## config.mk

```make
export PLATFORM = sky130hd
export DESIGN_NAME = greedy_word_wrap_spans
export DESIGN_NICKNAME = d
export VERILOG_FILES = /design/src/design/gwrap_pkg.sv /design/src/design/greedy_word_wrap_spans.sv /design/src/design/gwrap_core.sv /design/src/design/gwrap_outbuf.sv
export SDC_FILE = /design/constraint.sdc
export NUM_CORES = 1
export LEC_CHECK = 0
export BUFFER_PORTS_ARGS = -buffer_cell sky130_fd_sc_hd__buf_2
export CORE_MARGIN = 2
export CORE_UTILIZATION = 41
export CTS_CLUSTER_DIAMETER = 150
export DETAILED_ROUTE_END_ITERATION = 10
export PLACE_DENSITY_LB_ADDON = 0.15
export SLEW_MARGIN = 20
export SYNTH_ARGS = -nofsm -noshare
export SYNTH_HDL_FRONTEND = slang
export SYNTH_SLANG_ARGS = --single-unit
```

## constraint.sdc

```tcl
create_clock -name clk_i -period 13 [get_ports clk_i]
set_input_delay 3.25 -clock clk_i [delete_from_list [all_inputs] [get_ports clk_i]]
set_output_delay 3.25 -clock clk_i [all_outputs]
set_load 0.1 [all_outputs]
```

## src/design/gwrap_pkg.sv

```systemverilog
// ----------------------------------------------------------------------------
// Greedy word wrap package
// Character codes, field widths and the result types shared by the wrap block.
// ----------------------------------------------------------------------------
`timescale 1ns / 1ps
`default_nettype none

package gwrap_pkg;

  localparam int unsigned FieldBits = 16;

  localparam logic [7:0] CharEnd   = 8'd0;
  localparam logic [7:0] CharLf    = 8'd10;
  localparam logic [7:0] CharCr    = 8'd13;
  localparam logic [7:0] CharSpace = 8'd32;

  localparam logic [FieldBits-1:0] FieldMax   = 16'hFFFF;
  localparam logic [FieldBits-1:0] WidthReset = 16'd80;

  typedef struct packed {
    logic [FieldBits-1:0] start;
    logic [FieldBits-1:0] length;
    logic [FieldBits-1:0] widest;
    logic                 last;
  } res_t;

  typedef struct packed {
    logic valid;
    logic two;
    res_t first;
    res_t second;
  } push_t;

endpackage

`default_nettype wire

```

## src/design/greedy_word_wrap_spans.sv

```systemverilog
// ----------------------------------------------------------------------------
// Greedy word wrap spans
// Splits a byte stream into greedily wrapped lines and reports each line span.
// ----------------------------------------------------------------------------
// One character is taken per cycle unless the input stalls. Each character is
// registered, then judged; its lines go through the output register. Most
// characters yield no line or one line; if one closes two, the second waits in
// the pending slot and holds the next line-yielding character until it moves
// into the single output register. The user must write the line width through
// the configuration port while no text is in flight; this is not enforced.
`timescale 1ns / 1ps
`default_nettype none

module greedy_word_wrap_spans #(
  parameter int unsigned COUNT_BITS = 16
) (
  input  logic                            clk_i,
  input  logic                            rst_ni,
  input  logic                            cfg_valid_i,
  output logic                            cfg_ready_o,
  input  logic [gwrap_pkg::FieldBits-1:0] cfg_data_i,
  input  logic                            in_valid_i,
  output logic                            in_stall_o,
  input  logic [7:0]                      char_code_i,
  output logic                            out_valid_o,
  input  logic                            out_stall_i,
  output logic [gwrap_pkg::FieldBits-1:0] line_start_o,
  output logic [gwrap_pkg::FieldBits-1:0] line_length_o,
  output logic [gwrap_pkg::FieldBits-1:0] widest_line_o,
  output logic                            last_of_run_o
);
  import gwrap_pkg::*;

  logic [FieldBits-1:0] line_width_q;
  logic                 in_valid_q;
  logic [7:0]           char_q;
  logic                 fire;
  logic                 ok;
  push_t                push;

  assign cfg_ready_o = 1'b1;
  assign in_stall_o  = in_valid_q && !fire;

  always_ff @(posedge clk_i or negedge rst_ni) begin
    if (!rst_ni) begin
      line_width_q <= WidthReset;
      in_valid_q   <= 1'b0;
    end else begin
      if (cfg_valid_i && cfg_ready_o) begin
        line_width_q <= cfg_data_i;
      end
      if (!in_stall_o) begin
        in_valid_q <= in_valid_i;
      end
    end
  end

  always_ff @(posedge clk_i) begin
    if (!in_stall_o && in_valid_i) begin
      char_q <= char_code_i;
    end
  end

  gwrap_core #(
    .COUNT_BITS(COUNT_BITS)
  ) u_core (
    .clk_i       (clk_i),
    .rst_ni      (rst_ni),
    .char_valid_i(in_valid_q),
    .char_i      (char_q),
    .line_width_i(line_width_q),
    .ok_i        (ok),
    .fire_o      (fire),
    .push_o      (push)
  );

  gwrap_outbuf u_outbuf (
    .clk_i        (clk_i),
    .rst_ni       (rst_ni),
    .push_i       (push),
    .ok_o         (ok),
    .out_valid_o  (out_valid_o),
    .out_stall_i  (out_stall_i),
    .line_start_o (line_start_o),
    .line_length_o(line_length_o),
    .widest_line_o(widest_line_o),
    .last_of_run_o(last_of_run_o)
  );

`ifndef SYNTH
  a_stall_only_loaded: assert property (@(posedge clk_i) disable iff (!rst_ni)
    in_stall_o |-> in_valid_q)
    else $error("input stalled with an empty input register");

  a_fire_needs_char: assert property (@(posedge clk_i) disable iff (!rst_ni)
    fire |-> in_valid_q)
    else $error("character judged without a registered character");

  a_push_from_fire: assert property (@(posedge clk_i) disable iff (!rst_ni)
    push.valid |-> fire)
    else $error("lines pushed without a judged character");
`endif

endmodule

`default_nettype wire

```

## src/design/gwrap_core.sv

```systemverilog
// ----------------------------------------------------------------------------
// Greedy word wrap core
// Holds the text state and judges one character per cycle while the output
// buffer has room, producing up to two line spans for the output buffer.
// ----------------------------------------------------------------------------
`timescale 1ns / 1ps
`default_nettype none

module gwrap_core #(
  parameter int unsigned COUNT_BITS = 16
) (
  input  logic                           clk_i,
  input  logic                           rst_ni,
  input  logic                           char_valid_i,
  input  logic [7:0]                     char_i,
  input  logic [gwrap_pkg::FieldBits-1:0] line_width_i,
  input  logic                           ok_i,
  output logic                           fire_o,
  output gwrap_pkg::push_t               push_o
);
  import gwrap_pkg::*;

  localparam int unsigned C        = COUNT_BITS;
  localparam int unsigned CmpBits  = (C + 2 > FieldBits) ? C + 2 : FieldBits;
  localparam int unsigned WideBits = (C > FieldBits) ? C : FieldBits;
  localparam logic [C-1:0] CountMax = '1;

  function automatic logic [FieldBits-1:0] clip(input logic [C-1:0] x);
    logic [WideBits-1:0] v;
    v = WideBits'(x);
    return (v > WideBits'(FieldMax)) ? FieldMax : v[FieldBits-1:0];
  endfunction

  function automatic logic [C-1:0] sat_inc(input logic [C-1:0] x);
    return (x == CountMax) ? x : x + C'(1);
  endfunction

  logic [C-1:0] pos_q, pos_d;
  logic [C-1:0] cur_start_q, cur_start_d;
  logic [C-1:0] cur_len_q, cur_len_d;
  logic [C-1:0] space_q, space_d;
  logic [C-1:0] word_begin_q, word_begin_d;
  logic [C-1:0] word_len_q, word_len_d;
  logic [C-1:0] widest_q, widest_d;

  logic         is_end, is_brk, is_sp;
  logic         word_pend;
  logic [C+1:0] sum3;
  logic         over3;
  logic [C-1:0] sat3;
  logic [C:0]   sum2;
  logic         over2;
  logic [C-1:0] sat2;
  logic [C-1:0] j_start, j_len, j_space;
  logic         j_emit, s_emit, sp_pend;
  logic [C-1:0] len2;
  logic         early, final_v;
  logic [C-1:0] f_start, f_len;
  logic [C-1:0] w_e, w_f;

  assign is_end = (char_i == CharEnd);
  assign is_brk = (char_i == CharLf) || (char_i == CharCr);
  assign is_sp  = (char_i == CharSpace);

  assign word_pend = (word_len_q != '0);
  assign sum3  = {2'b00, cur_len_q} + {2'b00, space_q} + {2'b00, word_len_q};
  assign over3 = CmpBits'(sum3) > CmpBits'(line_width_i);
  assign sat3  = (sum3 > {2'b00, CountMax}) ? CountMax : sum3[C-1:0];
  assign sum2  = {1'b0, cur_len_q} + {1'b0, space_q};
  assign over2 = CmpBits'(sum2) > CmpBits'(line_width_i);
  assign sat2  = (sum2 > {1'b0, CountMax}) ? CountMax : sum2[C-1:0];

  always_comb begin
    j_start = cur_start_q;
    j_len   = cur_len_q;
    j_space = space_q;
    j_emit  = 1'b0;
    if (word_pend) begin
      j_space = '0;
      if (cur_len_q == '0) begin
        j_start = word_begin_q;
        j_len   = word_len_q;
      end else if (over3) begin
        j_emit  = 1'b1;
        j_start = word_begin_q;
        j_len   = word_len_q;
      end else begin
        j_len = sat3;
      end
    end
  end

  assign sp_pend = !word_pend && (space_q != '0) && (cur_len_q != '0);
  assign s_emit  = is_brk && sp_pend && over2;

  always_comb begin
    len2 = j_len;
    if (sp_pend) begin
      len2 = over2 ? '0 : sat2;
    end
  end

  always_comb begin
    early   = 1'b0;
    final_v = 1'b0;
    f_start = j_start;
    f_len   = j_len;
    priority if (is_end) begin
      early   = j_emit;
      final_v = (j_len != '0);
    end else if (is_brk) begin
      early   = j_emit || s_emit;
      final_v = 1'b1;
      f_len   = len2;
      f_start = (len2 == '0) ? pos_q : j_start;
    end else if (is_sp) begin
      early = j_emit;
    end
  end

  assign w_e = (early && (cur_len_q > widest_q)) ? cur_len_q : widest_q;
  assign w_f = (f_len > w_e) ? f_len : w_e;

  always_comb begin
    pos_d        = sat_inc(pos_q);
    cur_start_d  = cur_start_q;
    cur_len_d    = cur_len_q;
    space_d      = space_q;
    word_begin_d = word_begin_q;
    word_len_d   = word_len_q;
    widest_d     = widest_q;
    priority if (is_end) begin
      pos_d        = '0;
      cur_start_d  = '0;
      cur_len_d    = '0;
      space_d      = '0;
      word_begin_d = '0;
      word_len_d   = '0;
      widest_d     = '0;
    end else if (is_brk) begin
      cur_start_d = '0;
      cur_len_d   = '0;
      space_d     = '0;
      word_len_d  = '0;
      widest_d    = w_f;
    end else if (is_sp) begin
      cur_start_d = j_start;
      cur_len_d   = j_len;
      space_d     = sat_inc(j_space);
      word_len_d  = '0;
      widest_d    = w_e;
    end else begin
      word_begin_d = word_pend ? word_begin_q : pos_q;
      word_len_d   = sat_inc(word_len_q);
    end
  end

  assign fire_o = char_valid_i && (!(early || final_v) || ok_i);

  always_comb begin
    push_o              = '0;
    push_o.valid        = fire_o && (early || final_v);
    push_o.two          = early && final_v;
    push_o.first.start  = early ? clip(cur_start_q) : clip(f_start);
    push_o.first.length = early ? clip(cur_len_q) : clip(f_len);
    push_o.first.widest = early ? clip(w_e) : clip(w_f);
    push_o.first.last   = !(early && final_v);
    push_o.second.start  = clip(f_start);
    push_o.second.length = clip(f_len);
    push_o.second.widest = clip(w_f);
    push_o.second.last   = 1'b1;
  end

  always_ff @(posedge clk_i or negedge rst_ni) begin
    if (!rst_ni) begin
      pos_q        <= '0;
      cur_start_q  <= '0;
      cur_len_q    <= '0;
      space_q      <= '0;
      word_begin_q <= '0;
      word_len_q   <= '0;
      widest_q     <= '0;
    end else if (fire_o) begin
      pos_q        <= pos_d;
      cur_start_q  <= cur_start_d;
      cur_len_q    <= cur_len_d;
      space_q      <= space_d;
      word_begin_q <= word_begin_d;
      word_len_q   <= word_len_d;
      widest_q     <= widest_d;
    end
  end

`ifndef SYNTH
  // The end of text returns every counter to zero.
  a_end_clears: assert property (@(posedge clk_i) disable iff (!rst_ni)
    (fire_o && is_end) |=> (pos_q == '0) && (widest_q == '0) && (cur_len_q == '0))
    else $error("text state not cleared after end of text");

  // A word character always leaves a word pending.
  a_word_pending: assert property (@(posedge clk_i) disable iff (!rst_ni)
    (fire_o && !is_end && !is_brk && !is_sp) |=> (word_len_q != '0))
    else $error("word length zero after a word character");

  // A break leaves an empty line with no pending spaces.
  a_break_empties: assert property (@(posedge clk_i) disable iff (!rst_ni)
    (fire_o && is_brk) |=> (cur_len_q == '0) && (space_q == '0))
    else $error("line not emptied after a break");
`endif

endmodule

`default_nettype wire

```

## src/design/gwrap_outbuf.sv

```systemverilog
// ----------------------------------------------------------------------------
// Greedy word wrap output buffer
// Result register with one pending slot for the second line of an item.
// ----------------------------------------------------------------------------
`timescale 1ns / 1ps
`default_nettype none

module gwrap_outbuf (
  input  logic                            clk_i,
  input  logic                            rst_ni,
  input  gwrap_pkg::push_t                push_i,
  output logic                            ok_o,
  output logic                            out_valid_o,
  input  logic                            out_stall_i,
  output logic [gwrap_pkg::FieldBits-1:0] line_start_o,
  output logic [gwrap_pkg::FieldBits-1:0] line_length_o,
  output logic [gwrap_pkg::FieldBits-1:0] widest_line_o,
  output logic                            last_of_run_o
);
  import gwrap_pkg::*;

  logic out_valid_q;
  res_t out_q;
  logic pend_valid_q;
  res_t pend_q;
  logic take;

  assign take = out_valid_q && !out_stall_i;
  assign ok_o = !pend_valid_q && (!out_valid_q || !out_stall_i);

  always_ff @(posedge clk_i or negedge rst_ni) begin
    if (!rst_ni) begin
      out_valid_q  <= 1'b0;
      pend_valid_q <= 1'b0;
    end else begin
      if (push_i.valid) begin
        out_valid_q  <= 1'b1;
        pend_valid_q <= push_i.two;
      end else if (pend_valid_q && (!out_valid_q || take)) begin
        out_valid_q  <= 1'b1;
        pend_valid_q <= 1'b0;
      end else if (take) begin
        out_valid_q <= 1'b0;
      end
    end
  end

  always_ff @(posedge clk_i) begin
    if (push_i.valid) begin
      out_q <= push_i.first;
      if (push_i.two) begin
        pend_q <= push_i.second;
      end
    end else if (pend_valid_q && (!out_valid_q || take)) begin
      out_q <= pend_q;
    end
  end

  assign out_valid_o   = out_valid_q;
  assign line_start_o  = out_q.start;
  assign line_length_o = out_q.length;
  assign widest_line_o = out_q.widest;
  assign last_of_run_o = out_q.last;

`ifndef SYNTH
  a_pend_behind_out: assert property (@(posedge clk_i) disable iff (!rst_ni)
    pend_valid_q |-> out_valid_q)
    else $error("pending line held without a presented line");

  a_push_room: assert property (@(posedge clk_i) disable iff (!rst_ni)
    push_i.valid |-> ok_o)
    else $error("lines pushed while the buffer is full");

  a_two_pending: assert property (@(posedge clk_i) disable iff (!rst_ni)
    (push_i.valid && push_i.two) |=> (pend_valid_q && out_valid_q))
    else $error("second line of an item lost");
`endif

endmodule

`default_nettype wire
```

; ---- Word level (Yosys, flattened, before mapping)
; Index checks and enable logic that the tools add are counted.
[op_classes]
eq_ne = 11
mux = 65
n_lt_le_gt_ge = 12
add_sub_neg = 6
n_reduce_logical = 42
[ops]
columns = cell, count
row1 = two-way mux 16 bit, 50
row2 = two-way mux 49 bit, 2
row3 = "greater-than comparator 16 bit, second input constant", 6
row4 = nonzero test 16 bit, 4
row5 = "adder 16 x 1 -> 16 bit, second input constant", 3
row6 = "equality test 16 bit, second input constant", 3
row7 = adder 16 x 16 -> 17 bit, 2
row8 = greater-than comparator 16 bit, 2
row9 = logical NOT 16 bit, 2
row10 = adder 18 x 16 -> 18 bit, 1
row11 = greater-than comparator 18 x 16 -> 1 bit, 1
row12 = "greater-than comparator 18 x 16 -> 1 bit, second input constant", 1
row13 = greater-than comparator 17 x 16 -> 1 bit, 1
row14 = "greater-than comparator 17 x 16 -> 1 bit, second input constant", 1
row15 = "equality test 8 x 4 -> 1 bit, second input constant", 2
row16 = logical AND 1 bit, 13
row17 = two-way mux 1 bit, 13
row18 = "equality test 8 x 6 -> 1 bit, second input constant", 1
row19 = logical NOT 1 bit, 8
row20 = logical NOT 8 bit, 1
row21 = "inequality test 2 x 1 -> 1 bit, second input constant", 4
row22 = AND reduction 2 bit, 4
row23 = logical OR 1 bit, 6
row24 = nonzero test 3 bit, 2
row25 = 3 further kinds, 3
[word_totals]
regBits = 236
elab_cells = 155
output_inout_bits = 52
input_bits = 29

; ---- Logic depth before layout (Yosys ltp)
; Gate-level depths: netlist of run 1.
[depth]
depth_word = 17
depth_mapped = 42
mapped_depth_nobuf = 39

; ---- Hierarchy
; Synthesis of run 1 repeated with hierarchy kept, for this count alone.
[unflattened]
hier_cells = 1545
hier_area_um2 = 15640.0
[modules_own_cells]
columns = module, n_inst, cells_per_inst, area_per_inst_um2, seq_area_each_um2
row1 = gwrap_core, 1, 1334, 10811.6, 2802.7
row2 = gwrap_outbuf, 1, 162, 3877.5, 2992.9
row3 = greedy_word_wrap_spans, 1, 49, 950.9, 668.1

; ---- Least setup slack after synthesis of run 1
; OpenSTA, ideal clock, no wires.
[synth_path]
path_kind = reg2out
from = reg u_core.cur_len_q[0]
to = out in_stall_o
stages_incl_launch_ff = 27
slack_ns = 3.095
required_time_ns = 9.750
path_buffers = 1
t_arrival_ns = 6.655
cell_sequence = dfrtp_1 -> ha_1 -> inv_1 -> fa_1 -> nor2b_2 -> o31a_2 -> a2bb2oi_2 -> xor2_1 -> ha_1 -> a21oi_1 -> nand3b_1 -> o31ai_4 -> nor2_1 -> o41ai_1 -> xnor2_1 -> ha_1 -> o21ai_0 -> a21oi_1 -> nor4_1 -> o21ai_0 -> a21o_4 -> buf_4 -> a211o_1 -> nand4_1 -> or2_2 -> o21ai_4 -> nor2_1
[synth_via]
elab_chain_len = 15
word_cells_on_any_way = 30
cone_classes = add/sub (3) / order compare (3) / mux (11) / reduce/logical (13)
[synth_rtl]
columns = item, line_no
row1 = "start, declared", gwrap_core.sv:40  ; logic [C-1:0] cur_len_q, cur_len_d;
row2 = "start signal, assigned", gwrap_core.sv:186  ; cur_len_q <= cur_len_d;
row3 = adder 16 x 16 -> 17 bit, "gwrap_core.sv:66, gwrap_core.sv:69"
row4 = adder 18 x 16 -> 18 bit, gwrap_core.sv:66  ; assign sum3 = {2'b00, cur_len_q} + {2'b00, space_q} + {2'b00, word_len_q};
row5 = "greater-than comparator 18 x 16 -> 1 bit, on equally long branches", "gwrap_core.sv:68, gwrap_core.sv:67"
row6 = two-way mux 16 bit / two-way mux 1 bit (equally long branches), "gwrap_core.sv:68, gwrap_core.sv:83"
row7 = two-way mux 16 bit / two-way mux 1 bit (equally long branches), "gwrap_core.sv:83, gwrap_core.sv:80"
row8 = two-way mux 16 bit / two-way mux 1 bit (equally long branches), "gwrap_core.sv:80, gwrap_core.sv:78"
row9 = two-way mux 16 bit (tied with other cells), gwrap_core.sv:78  ; if (word_pend) begin
row10 = nonzero test 16 bit / two-way mux 1 bit (equally long branches), "gwrap_core.sv:110, gwrap_core.sv:111"
row11 = two-way mux 1 bit, gwrap_core.sv:108  ; priority if (is_end) begin
row12 = logical OR 1 bit *, gwrap_core.sv:158  ; assign fire_o = char_valid_i && (!(early || final_v) || ok_i);
row13 = logical NOT 1 bit *, gwrap_core.sv:158
row14 = logical OR 1 bit *, gwrap_core.sv:158
row15 = logical AND 1 bit *, gwrap_core.sv:158
row16 = logical NOT 1 bit *, greedy_word_wrap_spans.sv:42  ; assign in_stall_o = in_valid_q && !fire;
row17 = logical AND 1 bit *, greedy_word_wrap_spans.sv:42
row18 = "end, declared", greedy_word_wrap_spans.sv:23  ; output logic in_stall_o,
; Mark *: on every way between the ends. The rest lies on a longest branch, timed or not.

; ---- Worst setup path after layout of run 1
; Ends and elaborated chain as after synthesis.

==> results of run 1 <==
## worst max-delay path: stages (launching register included)
cell	delay, ns
dfrtp_1	0.50
ha_1	0.25
inv_1	0.07
fa_1	0.21
nor2b_2	0.06
o31a_2	0.32
o31a_1	0.24
nor3_1	0.69
ha_1	0.43
a21oi_1	0.17
nand3b_1	0.13
o31ai_4	0.31
nor2_1	0.11
o41ai_1	0.38
xnor2_1	0.25
ha_1	0.31
o21ai_0	0.08
a21oi_1	0.09
nor4_1	0.38
o21ai_0	0.28
a21o_4	0.35
a222oi_1	0.56
nand4_1	0.26
or4_4	0.61
o21ai_4	0.47
nor2_1	0.13
buf_2	0.32
## metrics by stage
step / std cells / total power (uW) / utilization / worst slack (ns)
final: 2089 / 4808 / 0.4623 / 1.180
after global routing: 2089 / 5168 / 0.4623 / 0.7176
after CTS: 2089 / 4790 / 0.4623 / 1.313
after detailed placement: 2037 / 4010 / 0.4380 / 1.923
after global placement: 2037 / 3986 / 0.4380 / 2.137
after floorplan: 1555 / 3120 / - / 3.095
## sequential cells by signal (all words and copies together) (netlist names)
register,flops
u_outbuf.pend_q,48
line_width_q,16
u_core.cur_len_q,16
u_core.cur_start_q,16
u_core.pos_q,16
u_core.space_q,16
u_core.widest_q,16
u_core.word_begin_q,16
u_core.word_len_q,16
u_outbuf.line_length_o,16
u_outbuf.line_start_o,16
u_outbuf.widest_line_o,16
char_q,8
in_valid_q,1
u_outbuf.last_of_run_o,1
u_outbuf.out_valid_o,1
u_outbuf.pend_valid_q,1
## final cells by class
| type | instances | area, um2 |
|---|---|---|
| multi-input cells | 1141 | 8104 |
| clock inverters | 20 | 175.2 |
| fillers | 3495 | 19680 |
| clock buffers | 32 | 715.7 |
| well taps | 468 | 585.6 |
| flip-flops and latches | 236 | 6434 |
| inverters | 90 | 337.8 |
| repair buffers | 102 | 574.3 |
## path summary, 6_finish.rpt
| check | end | slack [ns] | cells after the start |
|---|---|---|---|
| worst max-delay path | in_stall_o | 1.18 | 26 |
| worst min-delay path | u_core.cur_start_q[8] | 0.52 | 1 |
| worst max register to register | u_core.widest_q[13] | 2.78 | 37 |
| worst min register to register | u_core.cur_start_q[8] | 0.52 | 1 |
| max in group asynchronous | u_core.cur_len_q[12] | 9.02 | 2 |
| min in group asynchronous | u_core.word_begin_q[6] | 2.72 | 1 |
## power breakdown
| group | internal [uW] | switching, uW |
|---|---|---|
| clock network | 438 | 324 |
| logic | 1080 | 1870 |
| registers | 941 | 151 |
| total | 2460 | 2350 |
## Yosys cell counts, types with 38 or more instances
master	n	area, um2
mux2i_1	51	510.5
nor2_1	107	401.6
inv_1	90	337.8
nand4_1	38	237.7
edfxtp_1	105	3153
ha_1	103	1289
dfrtp_1	129	3228
nand2_1	91	341.6
a21oi_1	150	750.7
clkbuf_1	69	259.0
o31ai_1	62	465.5
o21ai_0	96	480.5
## routing by layer
metal	track usage	vias to the layer above
met5	0	-
met4	0.06600	0
met3	0.02875	69
met2	0.3588	415
met1	0.3459	6101
li1	-	6010
## cell families (layout without fill, tap and decap cells)
kind of cell    after synthesis  after routing  share of synthesized area
compound gates              523            523                     0.2326
xor+xnor                     27             27                    0.01555
fa+ha+maj                   105            105                    0.08737
buf+inv                     178            244                    0.04846
flops                       236            236                     0.4230
mux                          82             82                    0.05652
other cells                   1              1                  0.0002466
simple gates                403            403                     0.1362
==> metrics.txt, run 1 <==
DRC Markers 0; run status finished clean; Setup Skew 0.01484 ns; Worst-Margin Slew 1.093 ns; Layout area overhead 11.30%; commonest non-fill, non-tap cell in the layout a21oi_1; post-route ant nets 0; hold path start u_core.word_begin_q[8]; dpl hpwl 32110 um; RSZ-0062 raised after global routing false; DRT iter0 DRCs 1190; Tcrit/Tclk final 0.9092; final setup vio count 0; Final min period 11.82 ns; final hold vios 0; launch point of the critical path u_core.cur_len_q[0]; grt ovf 0; final max-slew violation count 0; leakage power 0.007296 uW; CTS clk-pin slew, worst paths 0.06 ns; drt pass-1 iters 7; worst-case clock buffer depth 3; number of flops mapped to enable cells by yosys 105; # diodes 0; die area 38650 um2; first-pass GRT wire length 71180 um; fmax 84.60 MHz; initial antenna violation count 0; port bufs 79; total core area 36610 um2; Peak VDD IR 0.0002088 V; critical path arrival 8.57 ns; Root Driver clkbuf_16; wire length on met3 2418 um; CP Max Fanout 24; Die Y 196.6 um; Pwr Density 284.1 nW/um2; CP startpoint kind flop; most frequent cells in the layout 147 x a21oi_1, 129 x dfrtp_1, 107 x nor2_1; Synth Flop Type dfrtp_1; final WL 45140 um; Max transition margin 0.2711; type of the worst setup path flop to output port; Worst EP required 9.75 ns; hold_ws 0.5160 ns; Layout Nets 1733; total of max-cap violations 0; GRT Overall Usage 0.2333; Syn Area/Cell 9.780 um2; WL/cell 21.61 um; clock tree sinks 236; Synth async-reset ratio 0.5551; placed cell area 16040 um2; Setup Buffers After CTS 0; I/O pin total 81; Crit Reg-Reg Startpoint u_core.cur_len_q[0]; Post-Synthesis Cell Area 15210 um2; post-DR vias/cell 6.029; row cnt 70; syn_nets 1689; Hold WC Path Type flop to flop; Yosys cell types 87; largest net degree at the start of global routing 83; total number of vias 12600; Die Wd 196.6 um; Routability Congestion 0.9726; top routing layer in use met4; Seq cells post-synth 236; CTS tree built; register area share after synthesis 0.4230; vias in the first global route 12230; met1 WL 21930 um; PostCTS Resize Cnt 0; CTS HTree Levels 1; share of cells above drive strength 1 0.1302; Post-Layout Inst Area 16930 um2; cell count after synthesis 1555; yosys warns 0; WL met2 19650 um; hold_buf cts 0; Crit. End Element output port; Setup TNS Final 0 ns; Initial Util 0.4154; Skew-Pair Late Insertion Delay 0.56 ns; CTS Buf Count 28
Note: power is estimated with default switching activity, not from simulation.
==> run 2, diff against run 1 <==
Settings changed: REMOVE_ABC_BUFFERS set to 1.
==> run 2 against run 1 <==
Effect of this change: combinational power is 2% higher; clock power is 4.5% lower; core utilization is 0.065 points lower; clock-buffer cell count is 3 lower; cell count hardly changed.
==> metrics.txt, run 2 (synthesized netlist as in run 1, its figures left out) <==
final WL 47010 um (was 45140 um); die area 38650 um2 (unchanged); Initial Util 0.4154 (unchanged); Hold WC Path Type flop to flop (unchanged); total of max-cap violations 0 (unchanged); type of the worst setup path flop to output port (unchanged); fmax 83.83 MHz (was 84.60 MHz); WL met2 21100 um (was 19650 um); Tcrit/Tclk final 0.9176 (was 0.9092); Setup Buffers After CTS 0 (unchanged); Skew-Pair Late Insertion Delay 0.56 ns (about the same); Worst-Margin Slew 1.129 ns (was 1.093 ns); CTS tree built (unchanged); post-route ant nets 0 (unchanged); final hold vios 0 (unchanged); Pwr Density 285.7 nW/um2 (was 284.1 nW/um2); port bufs 79 (unchanged); Peak VDD IR 0.0001919 V (was 0.0002088 V); hold_buf cts 0 (unchanged); commonest non-fill, non-tap cell in the layout a21oi_1 (unchanged); largest net degree at the start of global routing 75 (was 83); Worst EP required 9.75 ns (about the same); Largest Register u_outbuf.pend_q (unchanged); Post-Layout Inst Area 16900 um2 (was 16930 um2); crit-path max cell delay 0.62 ns (was 0.69 ns); Die Y 196.6 um (unchanged); total core area 36610 um2 (unchanged); CP startpoint kind flop (unchanged); leakage power 0.007291 uW (was 0.007296 uW); max reg flops 48 (unchanged); share of cells above drive strength 1 0.1331 (was 0.1302); CP max-delay cell xor2_1 (was nor3_1); final setup vio count 0 (unchanged); PostCTS Resize Cnt 0 (unchanged); Final Util 0.4617 (was 0.4623); final max-slew violation count 0 (unchanged); I/O pin total 81 (unchanged); Layout area overhead 11.14% (was 11.30%); Final min period 11.93 ns (was 11.82 ns); CP Max Fanout 15 (was 24); DRT iter0 DRCs 1210 (was 1190); WL/cell 22.48 um (was 21.61 um); row cnt 70 (unchanged); Routability Congestion 0.9281 (was 0.9726); top routing layer in use met4 (unchanged); total number of vias 12780 (was 12600); post-DR vias/cell 6.111 (was 6.029); RSZ-0062 raised after global routing false (unchanged); DRC Markers 0 (unchanged); run status finished clean (unchanged); met1 WL 21690 um (was 21930 um); initial antenna violation count 0 (unchanged); vias in the first global route 12340 (was 12230); Die Wd 196.6 um (unchanged); Crit. End Element output port (unchanged); critical path arrival 8.68 ns (was 8.57 ns); placed cell area 16070 um2 (was 16040 um2); CTS HTree Levels 1 (unchanged); wire length on met3 3153 um (was 2418 um); Root Driver clkbuf_16 (unchanged); Setup Skew 0.01762 ns (was 0.01484 ns); Max transition margin 0.2470 (was 0.2711); grt ovf 0 (unchanged); Layout Nets 1736 (was 1733); fill count 3499 (was 3495); dpl hpwl 33010 um (was 32110 um); CTS clk-pin slew, worst paths 0.06 ns (about the same); Setup TNS Final 0 ns (unchanged); clock tree sinks 236 (unchanged); drt pass-1 iters 7 (unchanged); worst-case clock buffer depth 3 (unchanged); CTS Buf Count 27 (was 28); first-pass GRT wire length 73230 um (was 71180 um); # diodes 0 (unchanged); GRT Overall Usage 0.2429 (was 0.2333); most frequent cells in the layout 147 x a21oi_1, 129 x dfrtp_1, 107 x nor2_1 (unchanged)
[run 2: cell types whose count changed in the layout (fill, tap and decap cells not counted), sizes merged]
| cell | delta |
|---|---|
| buf | +4 |
| clkinv | +1 |
| clkinvlp | +2 |
| clkbuf | -3 |
| inv | -1 |
| bufinv | -1 |
[run 2: path summary, 6_finish.rpt]
path	start	endpoint	slack [ns]	depth (start not counted)
worst max register to register	u_core.cur_len_q[0]	u_core.widest_q[2]	2.70	36
min in group asynchronous	rst_ni	line_width_q[8]	2.74	1
worst min register to register	u_core.word_begin_q[6]	u_core.cur_start_q[6]	0.52	1
max in group asynchronous	rst_ni	u_outbuf.pend_valid_q	8.98	2
worst max-delay path	u_core.cur_len_q[0]	in_stall_o	1.07	28
worst min-delay path	u_core.word_begin_q[6]	u_core.cur_start_q[6]	0.52	1
[run 2: layout make-up]
cell class,instances,area (um2),area share
Clock inverter,21,148.9,0.008809
Timing Repair Buffer,106,604.3,0.03575
Clock buffer,29,683.2,0.04042
Multi-Input combinational cell,1141,8108,0.4797
Sequential cell,236,6434,0.3806
Tap cell,468,585.6,0.03464
Inverter,90,339.1,0.02006
[run 2: power by group]
| group | total [uW] | leakage, uW | internal, uW | switching, uW |
|---|---|---|---|---|
| logic | 3010 | 0.00422 | 1090 | 1920 |
| registers | 1090 | 0.00267 | 941 | 151 |
| clock network | 728 | 0.000407 | 402 | 326 |
[run 2: per-stage QoR]
| stage | worst slack (ns) | total power (uW) | cells | hold slack [ns] |
|---|---|---|---|---|
| finish | 1.072 | 4829 | 2091 | 0.5218 |
| global route | 0.6140 | 5172 | 2091 | 0.5350 |
| CTS | 1.231 | 4806 | 2091 | 0.5182 |
| detailed placement | 1.845 | 4056 | 2041 | 0.5047 |
| global placement | 2.019 | 4048 | 2041 | 0.4991 |
| floorplan | 2.431 | 3102 | 1467 | 0.4840 |
[run 2: layer usage]
layer	track usage	vias up
li1	-	6007
met1	0.3487	6216
met2	0.3840	476
met3	0.03884	79
met4	0.06099	0
met5	0	-
[run 2: worst max-delay path, delay by kind of cell, from the launching register on]
| kind | cells | cell delay, ns |
|---|---|---|
| simple gates | 9 | 1.64 |
| fa+ha+maj | 4 | 1.33 |
| flops | 1 | 0.54 |
| buf+inv | 3 | 0.60 |
| compound gates | 10 | 3.07 |
| xor+xnor | 2 | 0.87 |
